--- config.mk ---
export PLATFORM = sky130hd
export DESIGN_NAME = screen_hot_corner_detector_core
export DESIGN_NICKNAME = d
export VERILOG_FILES = /design/src/rtl/shcd_pkg.sv /design/src/rtl/screen_hot_corner_detector_core.sv /design/src/rtl/shcd_table.sv
export VERILOG_INCLUDE_DIRS = /design/src /design/src/rtl
export SDC_FILE = /design/constraint.sdc
export NUM_CORES = 1
export LEC_CHECK = 0
export BUFFER_PORTS_ARGS = -buffer_cell sky130_fd_sc_hd__clkbuf_2
export CAP_MARGIN = 0
export CORE_AREA = 4 4 380 382
export CTS_BUF_LIST = sky130_fd_sc_hd__clkbuf_4
export CTS_CLUSTER_DIAMETER = 80
export DETAILED_ROUTE_END_ITERATION = 6
export DIE_AREA = 0 0 384 386
export MAX_ROUTING_LAYER = met4
export SLEW_MARGIN = 40
export SYNTH_ARGS = -nofsm -noshare
export SYNTH_HDL_FRONTEND = slang
export SYNTH_SLANG_ARGS = --single-unit
--- constraint.sdc ---
create_clock -name i_clk -period 10.25 [get_ports i_clk]
set_input_delay 1.025 -clock i_clk [delete_from_list [all_inputs] [get_ports i_clk]]
set_output_delay 1.025 -clock i_clk [all_outputs]
set_load 0.005 [all_outputs]
--- src/rtl/screen_hot_corner_detector_core_assert.svh ---
// Assertion macros for the hot corner detector core.
// No dependencies; included inside module bodies.
`ifndef SCREEN_HOT_CORNER_DETECTOR_CORE_ASSERT_SVH
`define SCREEN_HOT_CORNER_DETECTOR_CORE_ASSERT_SVH

// same-cycle implication, disabled during reset
`define SHCD_ASSERT_IMP(lbl, clk, rst_n, ante, cons) \
    lbl: assert property (@(posedge clk) disable iff (!rst_n) (ante) |-> (cons)) \
        else $error("shcd assertion failed");

// next-cycle implication, disabled during reset
`define SHCD_ASSERT_NXT(lbl, clk, rst_n, ante, cons) \
    lbl: assert property (@(posedge clk) disable iff (!rst_n) (ante) |=> (cons)) \
        else $error("shcd assertion failed");

`endif

--- src/rtl/shcd_pkg.sv ---
// Types, constants and codes for the hot corner detector.
// No dependencies.
package shcd_pkg;

    localparam int MAX_MONITORS = 8;
    localparam int COORD_WIDTH  = 16;
    localparam int IDX_W        = (MAX_MONITORS > 1) ? $clog2(MAX_MONITORS) : 1;
    localparam int CNT_W        = $clog2(MAX_MONITORS + 1);
    localparam int SLOT_W       = 3;
    localparam int TOL_W        = 8;
    localparam int MCNT_W       = 4;
    localparam int CFG_IDX_W    = 2;
    localparam int CFG_DATA_W   = 8;

    localparam logic [CFG_IDX_W-1:0] CFG_TOLERANCE     = 2'd0;
    localparam logic [CFG_IDX_W-1:0] CFG_MONITOR_COUNT = 2'd1;

    localparam logic KIND_LOAD  = 1'b0;
    localparam logic KIND_QUERY = 1'b1;

    localparam logic [1:0] CORNER_TL = 2'd0;
    localparam logic [1:0] CORNER_TR = 2'd1;
    localparam logic [1:0] CORNER_BL = 2'd2;
    localparam logic [1:0] CORNER_BR = 2'd3;

    typedef logic signed [COORD_WIDTH-1:0] t_coord;
    typedef logic signed [COORD_WIDTH:0]   t_wide;

    typedef struct packed {
        t_coord left;
        t_coord top;
        t_coord right;
        t_coord bottom;
    } t_rect;

    typedef struct packed {
        logic              kind;
        logic [SLOT_W-1:0] slot;
        t_coord            rect_left;
        t_coord            rect_top;
        t_coord            rect_right;
        t_coord            rect_bottom;
        t_coord            cursor_x;
        t_coord            cursor_y;
    } t_req;

    typedef struct packed {
        logic       hit;
        logic [2:0] hit_monitor;
        logic [1:0] hit_corner;
    } t_rsp;

    typedef struct packed {
        logic             we;
        logic [IDX_W-1:0] waddr;
        t_rect            wdata;
        logic [IDX_W-1:0] raddr;
    } t_tbl_req;

    typedef enum logic [2:0] {
        S_IDLE,
        S_RD_A,
        S_LD_A,
        S_SCAN,
        S_EVAL,
        S_DONE
    } t_state;

endpackage

--- src/rtl/screen_hot_corner_detector_core.sv ---
// Hot corner detector core. A load writes one table slot. A query tests monitors in turn,
// reading each from the table; one that holds the cursor gets a full neighbor scan and
// an evaluation, one that does not is rejected. Queries use the single table read port.
// Busy drops in the cycle after the result, so no new request is taken before then.
// Sync active-low reset: tolerance 1, monitor_count 0, table reads empty. Results are a
// one-cycle strobe; the receiver cannot stall. Depends on shcd_pkg, shcd_table, assert svh.
module screen_hot_corner_detector_core (
    input  logic                                 i_clk,
    input  logic                                 i_rst_n,
    input  logic                                 i_start,
    output logic                                 o_busy,
    input  shcd_pkg::t_req                       i_req,
    output logic                                 o_done,
    output shcd_pkg::t_rsp                       o_rsp,
    input  logic                                 i_cfg_valid,
    output logic                                 o_cfg_ready,
    input  logic [shcd_pkg::CFG_IDX_W-1:0]       i_cfg_index,
    input  logic [shcd_pkg::CFG_DATA_W-1:0]      i_cfg_data
);
    import shcd_pkg::*;
    `include "screen_hot_corner_detector_core_assert.svh"

    function automatic logic rect_valid(input t_rect r);
        return (r.left < r.right) && (r.top < r.bottom);
    endfunction

    t_state             r_state, n_state;
    logic [TOL_W-1:0]   r_tol;
    logic [MCNT_W-1:0]  r_count;
    logic [CNT_W-1:0]   r_qcount, n_qcount;
    logic [TOL_W-1:0]   r_qtol, n_qtol;
    t_coord             r_cx, n_cx, r_cy, n_cy;
    logic [IDX_W-1:0]   r_i, n_i, r_j, n_j;
    t_rect              r_a, n_a;
    logic [3:0]         r_near, n_near;   // {nb, nt, nr, nl}
    logic [3:0]         r_sides, n_sides; // {bottom, top, right, left}
    t_rsp               r_rsp, n_rsp;

    t_tbl_req           tbl_req;
    t_rect              rd;

    logic               i_last, j_last, contains, ov_v, ov_h;
    t_wide              left_tol, right_tol, top_tol, bottom_tol;
    logic [1:0]         corner;
    logic               corner_hit;

    shcd_table u_table (
        .i_clk     (i_clk),
        .i_rst_n   (i_rst_n),
        .i_req     (tbl_req),
        .o_rd_data (rd)
    );

    assign o_cfg_ready = 1'b1;
    assign o_busy      = (r_state != S_IDLE);
    assign o_done      = (r_state == S_DONE);
    assign o_rsp       = r_rsp;

    always_ff @(posedge i_clk) begin
        if (!i_rst_n) begin
            r_tol   <= TOL_W'(1);
            r_count <= '0;
        end else if (i_cfg_valid && o_cfg_ready) begin
            case (i_cfg_index)
                CFG_TOLERANCE:     r_tol   <= i_cfg_data[TOL_W-1:0];
                CFG_MONITOR_COUNT: r_count <= i_cfg_data[MCNT_W-1:0];
                default:           ;
            endcase
        end
    end

    always_ff @(posedge i_clk) begin
        if (!i_rst_n) begin
            r_state <= S_IDLE;
        end else begin
            r_state <= n_state;
        end
    end

    always_ff @(posedge i_clk) begin
        r_qcount <= n_qcount;
        r_qtol   <= n_qtol;
        r_cx     <= n_cx;
        r_cy     <= n_cy;
        r_i      <= n_i;
        r_j      <= n_j;
        r_a      <= n_a;
        r_near   <= n_near;
        r_sides  <= n_sides;
        r_rsp    <= n_rsp;
    end

    // edge +/- tolerance one bit wider so nothing wraps near the limits
    always_comb begin
        left_tol   = t_wide'(rd.left)   + t_wide'(r_qtol);
        top_tol    = t_wide'(rd.top)    + t_wide'(r_qtol);
        right_tol  = t_wide'(rd.right)  - t_wide'(r_qtol);
        bottom_tol = t_wide'(rd.bottom) - t_wide'(r_qtol);
        contains   = rect_valid(rd) && (r_cx >= rd.left) && (r_cx < rd.right)
                     && (r_cy >= rd.top) && (r_cy < rd.bottom);
        ov_v       = (r_a.top < rd.bottom) && (rd.top < r_a.bottom);
        ov_h       = (r_a.left < rd.right) && (rd.left < r_a.right);
        i_last     = (CNT_W'(r_i) + CNT_W'(1)) >= r_qcount;
        j_last     = (CNT_W'(r_j) + CNT_W'(1)) >= r_qcount;
    end

    always_comb begin
        corner_hit = 1'b1;
        if (r_near[0] && r_near[2] && r_sides[0] && r_sides[2]) begin
            corner = CORNER_TL;
        end else if (r_near[1] && r_near[2] && r_sides[1] && r_sides[2]) begin
            corner = CORNER_TR;
        end else if (r_near[0] && r_near[3] && r_sides[0] && r_sides[3]) begin
            corner = CORNER_BL;
        end else if (r_near[1] && r_near[3] && r_sides[1] && r_sides[3]) begin
            corner = CORNER_BR;
        end else begin
            corner     = CORNER_TL;
            corner_hit = 1'b0;
        end
    end

    always_comb begin
        n_state  = r_state;
        n_qcount = r_qcount;
        n_qtol   = r_qtol;
        n_cx     = r_cx;
        n_cy     = r_cy;
        n_i      = r_i;
        n_j      = r_j;
        n_a      = r_a;
        n_near   = r_near;
        n_sides  = r_sides;
        n_rsp    = r_rsp;
        tbl_req  = '{we: 1'b0, waddr: IDX_W'(i_req.slot), wdata: '0, raddr: r_i};

        case (r_state)
            S_IDLE: begin
                if (i_start) begin
                    n_rsp = '0;
                    if (i_req.kind == KIND_LOAD) begin
                        tbl_req.we    = (int'(i_req.slot) < MAX_MONITORS);
                        tbl_req.wdata = '{left: i_req.rect_left, top: i_req.rect_top,
                                          right: i_req.rect_right,
                                          bottom: i_req.rect_bottom};
                        n_state = S_DONE;
                    end else begin
                        n_qcount = (int'(r_count) > MAX_MONITORS) ?
                                   CNT_W'(MAX_MONITORS) : CNT_W'(r_count);
                        n_qtol   = (r_tol == '0) ? TOL_W'(1) : r_tol;
                        n_cx     = i_req.cursor_x;
                        n_cy     = i_req.cursor_y;
                        n_i      = '0;
                        n_state  = (r_count == '0) ? S_DONE : S_RD_A;
                    end
                end
            end
            S_RD_A: begin
                tbl_req.raddr = r_i;
                n_state       = S_LD_A;
            end
            S_LD_A: begin
                n_a    = rd;
                n_near = {(t_wide'(r_cy) >= bottom_tol), (t_wide'(r_cy) < top_tol),
                          (t_wide'(r_cx) >= right_tol),  (t_wide'(r_cx) < left_tol)};
                if (contains) begin
                    tbl_req.raddr = '0;
                    n_j           = '0;
                    n_sides       = 4'hF;
                    n_state       = S_SCAN;
                end else if (i_last) begin
                    n_state = S_DONE;
                end else begin
                    n_i     = r_i + IDX_W'(1);
                    n_state = S_RD_A;
                end
            end
            S_SCAN: begin
                // rd holds neighbor r_j
                if ((r_j != r_i) && rect_valid(rd)) begin
                    if (ov_v && (rd.right == r_a.left))  n_sides[0] = 1'b0;
                    if (ov_v && (rd.left == r_a.right))  n_sides[1] = 1'b0;
                    if (ov_h && (rd.bottom == r_a.top))  n_sides[2] = 1'b0;
                    if (ov_h && (rd.top == r_a.bottom))  n_sides[3] = 1'b0;
                end
                if (j_last) begin
                    n_state = S_EVAL;
                end else begin
                    tbl_req.raddr = r_j + IDX_W'(1);
                    n_j           = r_j + IDX_W'(1);
                end
            end
            S_EVAL: begin
                if (corner_hit) begin
                    n_rsp   = '{hit: 1'b1, hit_monitor: 3'(r_i), hit_corner: corner};
                    n_state = S_DONE;
                end else if (i_last) begin
                    n_state = S_DONE;
                end else begin
                    n_i     = r_i + IDX_W'(1);
                    n_state = S_RD_A;
                end
            end
            S_DONE: begin
                n_state = S_IDLE;
            end
            default: begin
                n_state = S_IDLE;
            end
        endcase
    end

    `SHCD_ASSERT_NXT(a_accept_busy, i_clk, i_rst_n, i_start && !o_busy, o_busy)
    `SHCD_ASSERT_NXT(a_done_strobe, i_clk, i_rst_n, o_done, !o_done && !o_busy)
    `SHCD_ASSERT_IMP(a_miss_zero, i_clk, i_rst_n, o_done && !o_rsp.hit,
                     (o_rsp.hit_monitor == 3'd0) && (o_rsp.hit_corner == CORNER_TL))
    `SHCD_ASSERT_IMP(a_scan_range, i_clk, i_rst_n, r_state == S_SCAN,
                     (CNT_W'(r_j) < r_qcount) && (CNT_W'(r_i) < r_qcount))

endmodule

--- src/rtl/shcd_table.sv ---
// Monitor rectangle table: one write port, one registered read port.
// Depends on shcd_pkg. Per-entry valid bits make unwritten entries read as empty.
module shcd_table (
    input  logic              i_clk,
    input  logic              i_rst_n,
    input  shcd_pkg::t_tbl_req i_req,
    output shcd_pkg::t_rect   o_rd_data
);
    import shcd_pkg::*;

    t_rect                  r_mem [MAX_MONITORS];
    logic [MAX_MONITORS-1:0] r_vld;
    t_rect                  r_rd_data;
    logic                   r_rd_vld;

    always_ff @(posedge i_clk) begin
        if (i_req.we) begin
            r_mem[i_req.waddr] <= i_req.wdata;
        end
        r_rd_data <= r_mem[i_req.raddr];
    end

    always_ff @(posedge i_clk) begin
        if (!i_rst_n) begin
            r_vld    <= '0;
            r_rd_vld <= 1'b0;
        end else begin
            if (i_req.we) begin
                r_vld[i_req.waddr] <= 1'b1;
            end
            r_rd_vld <= r_vld[i_req.raddr];
        end
    end

    // never-written entries read as all zero, an empty rectangle
    assign o_rd_data = r_rd_vld ? r_rd_data : '0;

endmodule
==> flow_summary_export.csv, run 1 <==
group,metric,value,unit
run_status,status,"complete, but fails checks",
run_status,violations,"DRC",
sta,worst_slew_pin_slew,895.6,ps
layout,nNetsFinal,3063,
layout,multi_input_area,0.01295,sq mm
sta,period_needed,6051,ps
routing,ant_nets,0,
sta,holdWs,194.4,ps
setup_path,required,11140,ps
sta,hold_violations,0,
setup_path,worst-path-max-fanout,73,
sta,relSlewSlack,39.51,%
logic_synthesis,synth_seq_cells,728,
logic_synthesis,synth_area,0.03510,sq mm
clocking,cts_root_buf,"clkbuf_4",
routing,routed_wirelength,89.96,mm
sta,rsz0062_at_grt,"no",
logic_synthesis,async_reset_ff_share,0,%
setup_path,r2r-start,"u_table.r_rd_vld$_SDFF_PN0_",
global_routing,grt_pass1_wl,133.0,mm
setup_path,worstSetupPathType,"reg2reg",
setup_path,cpPeakStageDelay,870,ps
setup_path,start_kind,"flip-flop",
place,place_area,0.03770,sq mm
logic_synthesis,netlist_top_cells_count,"640 x edfxtp_1, 406 x mux2i_1, 248 x ha_1",
floorplan,die_w,384,um
routing,first_pass_iters,7,
floorplan,placementRows,138,
sta,finalSetupViolCount,0,
floorplan,io_pins,123,
sta,drv_slew,0,
layout,drive_gt1_share,19.52,%
clocking,postCtsSetupRepairBufs,0,
setup_path,worst-path-stages,15,
clocking,post_cts_resized,0,
global_routing,grt_max_degree,84,
logic_synthesis,synth_top_area_share,54.75,%
pwr,power.density,227.1,mW/mm^2
place,io_buffers,121,
logic_synthesis,synthesis.nets,2813,
floorplan,initial_utilization,24.88,%
global_routing,antenna_found_initial,10,
logic_synthesis,yosysSeqAreaShare,59.77,%
logic_synthesis,ys.flop_type,"edfxtp_1",
pwr,leakagePower,15.80,nW
routing,avgViaCountPerCell,4.379,
clocking,clk_pin_slew,70,ps
layout,utilization,28.51,%
global_routing,grt_overflow,0,
clocking,cts_buffers,182,
clocking,h-tree-depth,4,
setup_path,r2r-end,"u_table.r_rd_data[18]$_DFF_P_",
layout,final-seq-area,0.02098,sq mm
logic_synthesis,synth-edff-count,640,
sta,period_share,59.03,%
setup_path,path_buf_inv,4,
sta,fin_ws,4199,ps
sta,clock-skew-final,77.34,ps
floorplan,die_h,386,um
global_routing,grt_pass1_vias,20709,
job,max_cap_viol_count,0,
min_path,worst_hold_path_type,"in2reg",
setup_path,reg2reg_slack,4200,ps
clocking,cts_hold_buf,0,
setup_path,worst_ep_arrival_time,6940,ps
layout,final_area,0.04022,sq mm
clocking,cts_tree,"done",
setup_path,crit_family,"buffers and inverters",
setup_path,cp_slowest_cell,"dfxtp_2",
floorplan,dieArea,0.1482,sq mm
clocking,clk_path_buf_depth,3,
setup_path,crit_end,"u_table.r_rd_data[18]$_DFF_P_",
logic_synthesis,yosys.cell_types.count,78,
place,dp_hpwl,60.50,mm
logic_synthesis,synth_warnings,0,
pwr,ir_worst_vdd,0.0001810,V
logic_synthesis,synth_largest_area_cell,"edfxtp_1",
place,dpl_worst_slack,4190,ps
floorplan,core,0.1411,sq mm
sta,max_freq,165.3,MHz
layout,area_growth,14.60,%
routing,wl_per_cell,18.94,um
setup_path,cp-startpoint,"u_table.r_rd_vld$_SDFF_PN0_",
place,gp_congestion,0.8709,
logic_synthesis,synth_most_common_cell,"edfxtp_1",
routing,drt_iter0_drc,1384,
setup_path,cp-end-kind,"flip-flop",
clocking,cts.sink_count,728,
routing,vias,20796,
logic_synthesis,synth.area.top_cells,"edfxtp_1 55%, mux2i_1 12%, ha_1 8.8%, dfxtp_1 5.0%, mux2_2 2.2%",
logic_synthesis,synth_cells,2449,
global_routing,gr-usage-all-layers,12.39,%
clocking,clkLatencyLatePin,1030,ps
setup_path,crit_chain,"buf_4 -> nand2_1 -> ha_1 -> nand4_1 -> a211oi_1 -> a311o_1 -> mux2i_4 -> a41o_1 -> o211a_4 -> buf_12 -> buf_12 -> buf_16 -> mux2i_1 -> mux2i_1 -> mux2_2",
sta,setup_tns,0,ps
logic_synthesis,avgSynthCellArea,14.33,sq um
routing,route.detailed.drc,1,
layout,fillers,14377,
setup_path,r2r_cells,15,
## worst min path at each step
stage                                       start                             to  slack, ps  cells after the start
floorplan           u_table.r_vld[1]$_SDFFE_PN0P_  u_table.r_vld[1]$_SDFFE_PN0P_        440                      1
global placement    u_table.r_vld[3]$_SDFFE_PN0P_  u_table.r_vld[3]$_SDFFE_PN0P_        450                      1
detailed placement  u_table.r_vld[0]$_SDFFE_PN0P_  u_table.r_vld[0]$_SDFFE_PN0P_        450                      1
CTS                                      i_req[6]              r_cy[6]$_DFFE_PP_         20                      1
global route                             i_req[4]              r_cy[4]$_DFFE_PP_         80                      1
finish                                   i_req[6]              r_cy[6]$_DFFE_PP_        190                      1
## sequential cells by signal, indices dropped and copies added, names as in the netlist, 6 cells and up
signal	cells
r_qtol	8
r_cy	16
u_table.r_mem	512
o_rsp	6
u_table.r_rd_data	64
r_cx	16
u_table.r_vld	8
r_tol	8
r_a	64
## cells by family (layout without fill, tap and decap cells)
logic type                 Yosys count  count (layout)  share of synthesized area, %
AOI/OAI and AO/OA                  289             289                         5.661
xor gates and xnor gates            68              68                         1.697
and+or+nand+nor                    411             411                         6.217
buffers and inverters              218             622                         3.607
muxes                              475             475                         13.82
other                                1               7                       0.01068
adders and majority gates          259             259                         9.211
DFF                                728             728                         59.77
## report_power, final
part | internal [mW] | total, mW | switching, mW
Clock | 1.35 | 2.53 | 1.18
Sequential | 3.57 | 3.91 | 0.338
Combinational | 1.26 | 2.69 | 1.43
Total | 6.19 | 9.13 | 2.95
## cell type report
cell class / instances / area share, %
Sequential cell: 728 / 52.16
Multi-Input combinational cell: 1503 / 32.20
Tap cell: 1890 / 5.879
Clock buffer: 291 / 5.431
Timing Repair Buffer: 148 / 2.246
Inverter: 136 / 1.269
Clock inverter: 47 / 0.7745
Antenna cell: 6 / 0.03733
## placed cells by master (no fill, tap or decap), drive strengths merged, types with 6 or more instances in the layout
| cell type | instances |
|---|---|
| diode | 6 |
| nand2 | 116 |
| a211oi | 8 |
| mux2 | 68 |
| and2 | 73 |
| o31ai | 6 |
| buf | 27 |
| o21ai | 34 |
| nor4 | 8 |
| or3 | 6 |
| mux2i | 407 |
| nand4 | 35 |
| a21o | 59 |
| o2111ai | 6 |
| ha | 248 |
| nor2 | 48 |
| maj3 | 9 |
| a31oi | 10 |
| clkinv | 36 |
| o21bai | 9 |
| and3 | 13 |
| inv | 145 |
| edfxtp | 640 |
| nor3 | 12 |
| nand3 | 29 |
| xnor2 | 59 |
| a21oi | 75 |
| nand2b | 15 |
| clkbuf | 412 |
| nor3b | 8 |
| o21a | 36 |
| dfxtp | 88 |
| nor2b | 26 |
| xor2 | 9 |
## layer usage
metal	part of all wire, %	up-vias	global-route usage, %
li1	-	9894	-
met1	47	10226	16.39
met4	1.9	0	3.691
met3	5.1	122	2.106
met2	46	554	19.52
met5	0	-	-
## stage by stage
| step | total power [mW] | cells |
|---|---|---|
| floorplan | 6.103 | 2449 |
| global placement | 6.646 | 4403 |
| detailed placement | 6.698 | 4405 |
| CTS | 9.284 | 4743 |
| global route | 9.675 | 4747 |
| finish | 9.135 | 4749 |
(Power assumes the default switching activity.)
==> run 2, diff against run 1 <==
- ABC_AREA: default -> 1
- CORE_AREA: 4 4 380 382 -> 4 4 384 386
- DIE_AREA: 0 0 384 386 -> 0 0 388 390
- clock period: 10.25 -> 6.34 ns (I/O delays scaled with it)
==> flow_summary_export.csv, run 2 <==
group,metric,value,unit
setup_path,worst_ep_arrival_time,5720,ps
global_routing,antenna_found_initial,6,
floorplan,die_w,388,um
sta,finalSetupViolCount,0,
setup_path,crit_chain,"nand2_1 -> ha_1 -> nand2_1 -> nor2_1 -> nand4_1 -> nor2_1 -> nand2_1 -> nand3_1 -> nand2_1 -> nor2_2 -> nand4_2 -> nand3_1 -> nand2_8 -> nand2_8 -> buf_4 -> nand2_1 -> nand2_1 -> nand2_1 -> o21ai_1 -> nand2_1 -> nand2_1",
global_routing,grt_max_degree,156,
setup_path,r2r-start,"u_table.r_rd_vld$_SDFF_PN0_",
global_routing,grt_pass1_wl,156.3,mm
floorplan,dieArea,0.1513,sq mm
logic_synthesis,netlist_top_cells_count,"1,102 x nand2_1, 640 x edfxtp_1, 333 x inv_1",
min_path,worst_hold_path_type,"in2reg",
clocking,h-tree-depth,4,
clocking,clk_pin_slew,80,ps
logic_synthesis,synth_area,0.03574,sq mm
logic_synthesis,synth-edff-count,640,
routing,first_pass_iters,5,
setup_path,path_buf_inv,1,
logic_synthesis,synthesis.nets,3971,
sta,period_needed,4764,ps
logic_synthesis,synth.area.top_cells,"edfxtp_1 54%, nand2_1 12%, ha_1 8.7%, dfxtp_1 4.9%, inv_1 3.5%",
floorplan,io_pins,123,
place,io_buffers,121,
sta,max_freq,209.9,MHz
logic_synthesis,yosysSeqAreaShare,58.71,%
logic_synthesis,avgSynthCellArea,9.908,sq um
routing,vias,26704,
place,dpl_worst_slack,1642,ps
floorplan,core,0.1435,sq mm
setup_path,worst-path-stages,21,
sta,relSlewSlack,45.58,%
layout,nNetsFinal,4257,
logic_synthesis,yosys.cell_types.count,51,
routing,avgViaCountPerCell,4.485,
setup_path,crit_family,"simple AND/OR/NAND/NOR gates",
clocking,cts.sink_count,728,
setup_path,r2r_cells,21,
clocking,post_cts_resized,0,
sta,drv_slew,0,
layout,largest_register_ffs,512,
setup_path,cpPeakStageDelay,680,ps
routing,ant_nets,0,
layout,drive_gt1_share,12.27,%
layout,final_cell_mix,"1,101 x nand2_1, 640 x edfxtp_1, 330 x inv_1, 280 x clkbuf_4, 249 x nand3_1",
routing,routed_wirelength,103.5,mm
global_routing,grt_overflow,0,
logic_synthesis,async_reset_ff_share,0,%
clocking,clkLatencyLatePin,1110,ps
pwr,power.density,415.3,mW/mm^2
sta,setup_tns,0,ps
setup_path,required,7300,ps
pwr,leakagePower,18.15,nW
layout,regMostFlops,"u_table.r_mem",
place,dp_hpwl,66.38,mm
logic_synthesis,synth_seq_cells,728,
sta,period_share,75.14,%
setup_path,cp-end-kind,"flip-flop",
global_routing,gr-usage-all-layers,13.76,%
setup_path,worst-path-max-fanout,62,
clocking,cts_tree,"done",
place,gp_congestion,0.8792,
setup_path,crit_path_frequent_cell,"nand2_1",
setup_path,cp_slowest_cell,"dfxtp_2",
layout,final_common_cell,"nand2_1",
routing,drt_iter0_drc,2178,
layout,area_growth,17.59,%
sta,fin_ws,1576,ps
logic_synthesis,synth_warnings,0,
floorplan,initial_utilization,24.91,%
sta,rsz0062_at_grt,"no",
floorplan,placementRows,139,
setup_path,start_kind,"flip-flop",
logic_synthesis,synth_cells,3607,
clocking,cts_buffers,184,
pwr,ir_worst_vdd,0.0004730,V
logic_synthesis,synth_most_common_cell,"nand2_1",
job,max_cap_viol_count,0,
setup_path,r2r-end,"u_table.r_rd_data[50]$_DFF_P_",
routing,wl_per_cell,17.38,um
layout,biggestRegsByFlops,"u_table.r_mem x512, r_a x64, u_table.r_rd_data x64",
sta,clock-skew-final,116.8,ps
clocking,cts_root_buf,"clkbuf_4",
logic_synthesis,synth_top_area_share,53.78,%
sta,hold_violations,0,
setup_path,cp-startpoint,"u_table.r_rd_vld$_SDFF_PN0_",
setup_path,worstSetupPathType,"reg2reg",
setup_path,crit_end,"u_table.r_rd_data[50]$_DFF_P_",
setup_path,reg2reg_slack,1580,ps
routing,route.detailed.drc,0,
global_routing,grt_pass1_vias,25820,
logic_synthesis,synth_largest_area_cell,"edfxtp_1",
logic_synthesis,ys.flop_type,"edfxtp_1",
sta,worst_slew_pin_slew,814.3,ps
clocking,clk_path_buf_depth,3,
run_status,status,"completed",
floorplan,die_h,390,um
run 2: changes by cell type after synthesis, moves of 122 or more:
cell,previous run,this run
inv_1,135,333
mux2i_1,406,0
nand2_1,114,1102
nor2_1,48,196
a21oi_1,70,192
nand3_1,28,249
run 2: worst min path at each step:
stage / startpoint / end / slack, ps / cells past startpoint
finish: i_req[84] / u_table.r_mem[6][52]$_DFFE_PP_ / 70 / 3
global route: i_req[42] / u_table.r_mem[1][10]$_DFFE_PP_ / 20 / 3
CTS: i_req[84] / u_table.r_mem[6][52]$_DFFE_PP_ / 3 / 3
detailed placement: r_tol[7]$_SDFFE_PN0P_ / r_qtol[7]$_SDFFCE_PN0P_ / 430 / 0
global placement: r_tol[2]$_SDFFE_PN0P_ / r_qtol[2]$_SDFFCE_PN0P_ / 410 / 0
floorplan: u_table.r_vld[0]$_SDFFE_PN0P_ / u_table.r_vld[0]$_SDFFE_PN0P_ / 440 / 2
run 2: worst reg2reg max path, cell delays in order, from the launching register on:
cell	delay [ps]
dfxtp_2	680
nand2_1	390
ha_1	500
nand2_1	100
nor2_1	140
nand4_1	120
nor2_1	230
nand2_1	110
nand3_1	70
nand2_1	70
nor2_2	130
nand4_2	210
nand3_1	260
nand2_8	250
nand2_8	500
buf_4	390
nand2_1	100
nand2_1	70
nand2_1	50
o21ai_1	90
nand2_1	70
nand2_1	120
run 2: report_power, final:
group,switching [mW],total [mW],internal [mW],leakage (nW)
combinational,4.81,7.00,2.20,10.0
sequential,0.491,6.36,5.87,6.66
clock,2.00,4.09,2.09,1.46
run 2: cells by family (layout without fill, tap and decap cells):
| kind of cell | after synthesis | count (layout) | synth area share [%] |
|---|---|---|---|
| simple gates | 1627 | 1627 | 18.51 |
| flops | 728 | 728 | 58.71 |
| buf+inv | 487 | 924 | 5.595 |
| compound gates | 451 | 451 | 6.838 |
| fa+ha+maj | 250 | 250 | 8.795 |
| xor+xnor | 63 | 63 | 1.544 |
| other cells | 1 | 8 | 0.01049 |
run 2: layer usage:
| metal | share of wire, % | vias to the layer above | wire length, um | global-route usage (%) |
|---|---|---|---|---|
| met3 | 6.5 | 187 | 6683 | 2.401 |
| met4 | 2.6 | 0 | 2675 | 4.733 |
| met1 | 47 | 12685 | 48230 | 18.93 |
| met5 | 0 | - | 0 | - |
| li1 | - | 12956 | - | - |
| met2 | 44 | 876 | 45880 | 20.46 |
run 2: repair_timing:
item                                    4_1_cts  5_1_grt
setup buffers                                 0        0
hold buffers                                 90        0
hold endpoints to repair                    316        0
endpoints found under the setup margin        0        0
run 2: metrics by stage:
| step | cells | hold slack, ps | utilization [%] | power [mW] | area (sq um) |
|---|---|---|---|---|---|
| floorplan | 3607 | 440.3 | - | 11.15 | 35740 |
| global placement | 5516 | 414.1 | 26.85 | 13.21 | 38520 |
| detailed placement | 5518 | 428.0 | 26.90 | 13.37 | 38590 |
| CTS | 5945 | 2.571 | 29.24 | 17.56 | 41950 |
| global route | 5950 | 21.48 | 29.28 | 18.81 | 42010 |
| finish | 5954 | 65.60 | 29.29 | 17.45 | 42020 |
run 2: cell type report:
| cell class | count | area [sq um] |
|---|---|---|
| fillers | 14897 | 101500 |
| flip-flops and latches | 728 | 20980 |
| multi-input cells | 2392 | 12880 |
| well taps | 1903 | 2381 |
| clock buffers | 280 | 2102 |
| repair buffers | 251 | 2036 |
| inverters | 336 | 1266 |
| clock inverters | 57 | 355.3 |
| diodes | 7 | 17.52 |
